$ cat config.mk
export PLATFORM = sky130hd
export DESIGN_NAME = overwriting_ring_stack
export DESIGN_NICKNAME = d
export VERILOG_FILES = /design/src/hdl/ors_pkg.sv /design/src/hdl/overwriting_ring_stack.sv
export SDC_FILE = /design/constraint.sdc
export NUM_CORES = 1
export LEC_CHECK = 0
export BUFFER_PORTS_ARGS = -buffer_cell sky130_fd_sc_hd__buf_4
export CAP_MARGIN = 10
export CORE_UTILIZATION = 59
export CTS_CLUSTER_DIAMETER = 30
export DETAILED_ROUTE_END_ITERATION = 6
export GPL_ROUTABILITY_DRIVEN = 1
export HOLD_SLACK_MARGIN = 0.15
export PLACE_DENSITY = 0.78
export REMOVE_ABC_BUFFERS = 1
export SKIP_LAST_GASP = 1
export SLEW_MARGIN = 40
export SYNTH_ARGS = -nofsm -noshare
export SYNTH_HDL_FRONTEND = slang
export SYNTH_SLANG_ARGS = --single-unit
export TNS_END_PERCENT = 30
$ cat constraint.sdc
create_clock -name i_clk -period 7.15 [get_ports i_clk]
set_input_delay 0.715 -clock i_clk [delete_from_list [all_inputs] [get_ports i_clk]]
set_output_delay 0.715 -clock i_clk [all_outputs]
set_load 0.005 [all_outputs]
$ cat src/hdl/ors_pkg.sv
// Shared definitions for the overwriting ring stack: operation and status
// codes, the register map and the result flag bundle.
// No dependencies.
`default_nettype none

package ors_pkg;

    // Operation codes carried in the input tuser.
    localparam logic KIND_PUSH = 1'b0;
    localparam logic KIND_POP  = 1'b1;

    // Status codes reported with every result.
    localparam logic STATUS_OK        = 1'b0;
    localparam logic STATUS_UNDERFLOW = 1'b1;

    // Register map: register index, taken from the word address.
    localparam logic REG_CAPACITY = 1'b0;

    // Capacity register and count width, and the capacity after reset.
    localparam int unsigned CAP_BITS  = 5;
    localparam logic [CAP_BITS-1:0] CAP_RESET = 5'd16;

    // Element port width of the stream channels.
    localparam int unsigned DATA_BITS = 32;

    // Flags that travel with a result next to the element value.
    typedef struct packed {
        logic                value_valid;
        logic                status;
        logic [CAP_BITS-1:0] count;
        logic                is_empty;
        logic                is_full;
    } t_result;

endpackage

`default_nettype wire

$ cat src/hdl/overwriting_ring_stack.sv
// Overwriting ring stack top level: stream channels, APB register port,
// the slot memory and the pointer and count logic. Depends on ors_pkg.
//
// Usage: push and pop requests arrive on the s_ channel; s_tuser[0] selects
// push (0) or pop (1) and s_tdata carries the element to push. Every request
// gives exactly one result on the m_ channel, in the cycle after its transfer.
// The result is the popped element, or the element evicted by a push onto a
// full stack, with the count and the empty and full flags after the
// operation; a pop on an empty stack reports underflow and changes nothing.
// Throughput is one request per cycle while s_tready is high. A push or a
// non-empty pop does one read-first memory access and updates pointer and
// count at the transfer; a push reads and replaces the entry at one address.
// The memory read data register is the output register, so s_tready drops
// while a result waits and the receiver holds m_tready low; a stalled result
// keeps its values. Reset empties the stack and sets the capacity to 16; the
// slot contents are not cleared and need no sweep. Writing the capacity
// register empties the stack too and may only happen while the block idles.
`default_nettype none

module overwriting_ring_stack
    import ors_pkg::*;
#(
    parameter int unsigned DEPTH        = 16,
    parameter int unsigned ELEMENT_BITS = 32
) (
    input  wire logic                  i_clk,
    input  wire logic                  i_rst_n,
    // Request channel.
    input  wire logic                  s_tvalid,
    output logic                       s_tready,
    input  wire logic [31:0]           s_tdata,   // [31:0] push_value
    input  wire logic [0:0]            s_tuser,   // [0] kind
    // Result channel.
    output logic                       m_tvalid,
    input  wire logic                  m_tready,
    output logic [39:0]                m_tdata,   // [31:0] out_value, [36:32] count,
                                                  // [37] is_empty, [38] is_full, zeros
    output logic [1:0]                 m_tuser,   // [0] value_valid, [1] status
    // Register port.
    input  wire logic                  psel,
    input  wire logic                  penable,
    input  wire logic                  pwrite,
    input  wire logic [2:0]            paddr,
    input  wire logic [31:0]           pwdata,
    output logic [31:0]                prdata,
    output logic                       pready
);

    localparam int unsigned AW      = (DEPTH > 1) ? $clog2(DEPTH) : 1;
    localparam int unsigned XW      = ((AW > CAP_BITS) ? AW : CAP_BITS) + 1;
    localparam int unsigned CAP_MAX = (DEPTH < 31) ? DEPTH : 31;

    // Configuration and stack state.
    logic [CAP_BITS-1:0]     r_capacity;
    logic [AW-1:0]           r_top, n_top;
    logic [CAP_BITS-1:0]     r_count, n_count;

    // Slot memory and its registered read data.
    logic [ELEMENT_BITS-1:0] r_mem [DEPTH];
    logic [ELEMENT_BITS-1:0] r_rd_data;

    // Output register.
    logic                    r_out_valid;
    t_result                 r_res, n_res;

    logic                    in_xfer;
    logic                    cfg_wr;
    logic [CAP_BITS-1:0]     cap_eff;
    logic [XW-1:0]           cap_x;
    logic [XW-1:0]           top_x;
    logic [XW-1:0]           top_adj;
    logic [XW-1:0]           top_inc;
    logic [AW-1:0]           mem_addr;
    logic                    mem_en;
    logic                    mem_we;
    logic [63:0]             push_wide;
    logic [ELEMENT_BITS-1:0] push_elem;
    logic [63:0]             rd_wide;

    // Register port: always ready, one register at word index zero.
    assign pready = 1'b1;
    assign cfg_wr = psel && penable && pwrite && pready && (paddr[2] == REG_CAPACITY);
    assign prdata = (paddr[2] == REG_CAPACITY) ? {27'd0, r_capacity} : 32'd0;

    always_ff @(posedge i_clk) begin
        if (!i_rst_n) begin
            r_capacity <= CAP_RESET;
        end else if (cfg_wr) begin
            r_capacity <= pwdata[CAP_BITS-1:0];
        end
    end

    // Capacity in force: zero acts as one, values above the depth clamp.
    always_comb begin
        if (r_capacity == '0) begin
            cap_eff = CAP_BITS'(1);
        end else if (32'(r_capacity) > CAP_MAX) begin
            cap_eff = CAP_BITS'(CAP_MAX);
        end else begin
            cap_eff = r_capacity;
        end
    end

    assign cap_x   = XW'(cap_eff);
    assign top_x   = XW'(r_top);
    assign top_adj = (top_x >= cap_x) ? '0 : top_x;
    assign top_inc = top_adj + XW'(1);

    // A request transfers only while the output register is free or draining.
    assign s_tready = !r_out_valid || m_tready;
    assign in_xfer  = s_tvalid && s_tready;

    // Element to store, kept to the element width.
    assign push_wide = {32'd0, s_tdata};
    assign push_elem = push_wide[ELEMENT_BITS-1:0];

    // Next pointer, count, memory access and result flags for one request.
    always_comb begin
        n_top    = r_top;
        n_count  = r_count;
        mem_addr = top_adj[AW-1:0];
        mem_en   = 1'b0;
        mem_we   = 1'b0;
        n_res    = '0;
        if (in_xfer) begin
            if (s_tuser[0] == KIND_PUSH) begin
                mem_en = 1'b1;
                mem_we = 1'b1;
                n_res.value_valid = (r_count >= cap_eff);
                n_res.status      = STATUS_OK;
                n_top   = (top_inc >= cap_x) ? '0 : top_inc[AW-1:0];
                n_count = (r_count >= cap_eff) ? cap_eff : r_count + CAP_BITS'(1);
            end else if (r_count == '0) begin
                // Pop on an empty stack: rejected, state kept.
                n_res.status = STATUS_UNDERFLOW;
            end else begin
                mem_en   = 1'b1;
                mem_addr = (top_adj == '0) ? AW'(cap_x - XW'(1))
                                           : AW'(top_adj - XW'(1));
                n_top    = mem_addr;
                n_count  = r_count - CAP_BITS'(1);
                n_res.value_valid = 1'b1;
                n_res.status      = STATUS_OK;
            end
            n_res.count    = n_count;
            n_res.is_empty = (n_count == '0);
            n_res.is_full  = (n_count == cap_eff);
        end
    end

    // Pointer and count; a capacity write empties the stack.
    always_ff @(posedge i_clk) begin
        if (!i_rst_n) begin
            r_top   <= '0;
            r_count <= '0;
        end else if (cfg_wr) begin
            r_top   <= '0;
            r_count <= '0;
        end else begin
            r_top   <= n_top;
            r_count <= n_count;
        end
    end

    // Read-first slot memory: an eviction reads the old entry as it is replaced.
    always_ff @(posedge i_clk) begin
        if (mem_en) begin
            if (mem_we) begin
                r_mem[mem_addr] <= push_elem;
            end
            r_rd_data <= r_mem[mem_addr];
        end
    end

    // Output register.
    always_ff @(posedge i_clk) begin
        if (!i_rst_n) begin
            r_out_valid <= 1'b0;
        end else if (in_xfer) begin
            r_out_valid <= 1'b1;
        end else if (m_tready) begin
            r_out_valid <= 1'b0;
        end
    end

    always_ff @(posedge i_clk) begin
        if (in_xfer) begin
            r_res <= n_res;
        end
    end

    assign rd_wide  = 64'(r_rd_data);
    assign m_tvalid = r_out_valid;
    assign m_tdata  = {1'b0, r_res.is_full, r_res.is_empty, r_res.count,
                       r_res.value_valid ? rd_wide[DATA_BITS-1:0] : 32'd0};
    assign m_tuser  = {r_res.status, r_res.value_valid};

endmodule

`default_nettype wire

==> results.json <==
{
  "core_area_um2": 39800,
  "wl_per_cell_um": 24.2,
  "fin_crit_sh_pct": 87.7,
  "clk_pin_slew_worst_paths_ps": 50,
  "worst-setup-path-type": "reg -> reg",
  "ys_seq_elements": 568,
  "syn_inst": 1432,
  "min_path_type": "in -> reg",
  "clkPwrFrac_pct": 47.5,
  "numCtsBuffers": 99,
  "numClockSinks": 568,
  "clock_skew_ps": 22.3,
  "switching_share_pct": 24.9,
  "drtPass1Iterations": 5,
  "required_ps": 7480,
  "num_rows": 73,
  "max_stage_delay_ps": 580,
  "grt_pass1_wl_mm": 80.1,
  "root_buffer": "clkbuf_16",
  "post-place-ws_ps": 1250,
  "post-synth-top-area-fraction_pct": 69.4,
  "slew_headroom_pct": 41.4,
  "die_h_um": 203,
  "post_cts_resize_count": 0,
  "rsz0062_at_grt": "no",
  "postLayoutCellArea_um2": 28700,
  "clk_path_buf_depth": 3,
  "switching_power_mw": 2.41,
  "async_flop_share_pct": 0,
  "rr_startpoint": "r_capacity[4]",
  "path_max_fanout": 92,
  "intPower_mw": 7.25,
  "holdPathStages": 2,
  "cellPowerDensity_nw_per_um2": 337,
  "period_needed_ps": 6270,
  "power_frac_seq_pct": 39.6,
  "yosys.cell_types.count": 59,
  "r2r_slack_ps": 880,
  "yosys_warnings": 0,
  "postPlaceCellArea_um2": 25300,
  "globalplace.congestion": 0.865,
  "syn_area_um2": 23900,
  "io_pins": 152,
  "worstSetupStartpointType": "flop",
  "insertion_delay_ps": 610,
  "tightest_slew_ps": 879,
  "min_to": "r_capacity[4]",
  "nets": 1678,
  "grt_max_degree": 99,
  "cp_cell_sequence": "nor2b_1, inv_1, ha_1, and3_4, a221o_1, nand2_1, nand2_1, ha_1, nand2_1, a32oi_1, ha_1, mux2i_4, buf_12, buf_4, mux2i_1, mux2i_1, mux2i_1, a221oi_2",
  "r2r_cells": 18,
  "wl_mm": 53.0,
  "synth_edf_count": 553,
  "io_buffers": 93,
  "cpMaxStageDelayCell": "buf_4",
  "hold_ws_ps": 337,
  "synth_flop_cell": "edfxtp_1",
  "die_area_um2": 41300,
  "setup_viol": 0,
  "track_usage_pct": 26.1,
  "antenna_left": 0,
  "crit_family": "buffers and inverters",
  "end_kind": "flop",
  "arrival_ps": 6600,
  "drive_above_1_share_pct": 23.0,
  "dp_hpwl_mm": 27.2,
  "overflow": 0,
  "die_w_um": 203,
  "avgSynthCellArea_um2": 16.7,
  "cts_tree": "yes",
  "timing.final.ws_setup_ps": 881,
  "maxCapViolCount": 0,
  "grt_pass1_vias": 13600,
  "crit_buf_inv": 3,
  "synth_area_leaders": "edfxtp_1, mux2i_1, a221oi_2",
  "cts-htree-levels": 3,
  "synth_seq_area_share_pct": 70.7,
  "drt-initial-drc-count": 1025,
  "initial_core_util_pct": 60.1,
  "reg2reg_to": "r_rd_data[17]",
  "areaGrowthSynthToFinish_pct": 19.8,
  "finalHoldViolations": 0,
  "min-delay-start": "i_rst_n",
  "power_leakage_nw": 10.3,
  "cts_hold_buf": 0,
  "viasPerCell": 6.01,
  "timing.fmax_mhz": 160,
  "ir_drop_mv": 0.238,
  "finalPower_mw": 9.66,
  "diodes": 0,
  "vias": 13200,
  "postCtsSetupRepairBufs": 0,
  "drc": 0,
  "fin_tns_setup_ps": 0,
  "status": "completed",
  "slew_violations": 0,
  "antenna_found_initial": 2,
  "p_comb_share_pct": 12.9,
  "synth_largest_area_cell": "edfxtp_1"
}
logic make-up after synthesis:
logic type | after synthesis | synth area share, %
xor gates and xnor gates | 10 | 0.366
adders and majority gates | 19 | 0.994
muxes | 360 | 15.2
other | 2 | 0.0314
and+or+nand+nor | 215 | 4.39
buffers and inverters | 119 | 2.75
DFF | 568 | 70.7
AOI/OAI and AO/OA | 139 | 5.53
final cells by class:
class / count / area, um^2
fill: 2406 / 11200
clock inverter: 76 / 753
timing repair buffer: 126 / 1080
clock buffer: 109 / 2560
multi-input combinational: 772 / 6640
tap: 525 / 657
inverter: 17 / 63.8
sequential: 568 / 16900
worst register-to-register path: stages, from the launching register on:
cell,delay [ps]
dfxtp_1,440
nor2b_1,440
inv_1,260
ha_1,410
and3_4,210
a221o_1,250
nand2_1,100
nand2_1,190
ha_1,450
nand2_1,160
a32oi_1,240
ha_1,310
mux2i_4,230
buf_12,510
buf_4,700
mux2i_1,380
mux2i_1,200
mux2i_1,420
a221oi_2,100
synthesized netlist by cell type, drive strengths merged, types with 4 or more instances:
cell type	number
a22oi	4
a32o	33
ha	19
buf	77
edfxtp	553
clkbuf	25
a211oi	7
o21ai	12
a21oi	15
and2	32
nor3	6
xnor2	9
a21o	7
dfxtp	15
nand2b	11
nand2	89
mux2	34
nor2	40
nor2b	14
inv	16
a221oi	33
mux2i	326
nand3	5
power groups by stage:
stage               clock network, mW  registers (mW)  logic [mW]
finish                           4.59            3.82        1.25
global route                     4.79            3.83        1.33
detailed placement                  0            3.88        1.24
floorplan                           0            3.88        1.12
CTS                              4.63            3.82        1.26
global placement                    0            3.88        1.21
layout by cell type, fill, tap and decap left out, types with 13 or more instances in the layout:
cell type,count
conb_1,29
dfxtp_1,15
ha_1,19
inv_6,14
a32o_1,33
clkinv_4,19
nor2b_1,13
inv_1,16
mux2i_1,325
and2_1,32
buf_4,115
nor2_1,22
a21oi_1,15
clkbuf_16,101
clkinv_1,14
nor2_4,18
nand2_1,89
edfxtp_1,553
a221oi_2,30
mux2_2,34
flip-flops by register name (all words and copies together) (netlist names):
name,flops
r_rd_data,32
r_count,5
m_tuser,2
r_top,4
r_mem,512
r_capacity,5
m_tvalid,1
m_tdata,7
metal layers:
layer | track usage [%] | vias to the layer above | part of all wire [%]
li1 | - | 5883 | -
met1 | 34.2 | 6621 | 41
met2 | 43.6 | 578 | 49
met3 | 4.91 | 103 | 7.1
met4 | 9.91 | 4 | 2.6
met5 | 0 | - | 0.043
worst max path at each step:
stage               slack, ps          start  depth (start not counted)            end
floorplan              -11910  r_capacity[1]                         16   r_rd_data[0]
global placement          950  r_capacity[4]                         18  r_rd_data[29]
detailed placement       1250  r_capacity[4]                         18  r_rd_data[12]
CTS                      1020  r_capacity[4]                         18  r_rd_data[17]
global route              590  r_capacity[4]                         18  r_rd_data[17]
finish                    880  r_capacity[4]                         18  r_rd_data[17]
metrics by stage:
step	std cells	utilization, %
global route	2193	72.0
global placement	2006	63.5
CTS	2193	72.0
finish	2193	72.0
detailed placement	2008	63.6
floorplan	1357	-
(Power assumes the default switching activity.)
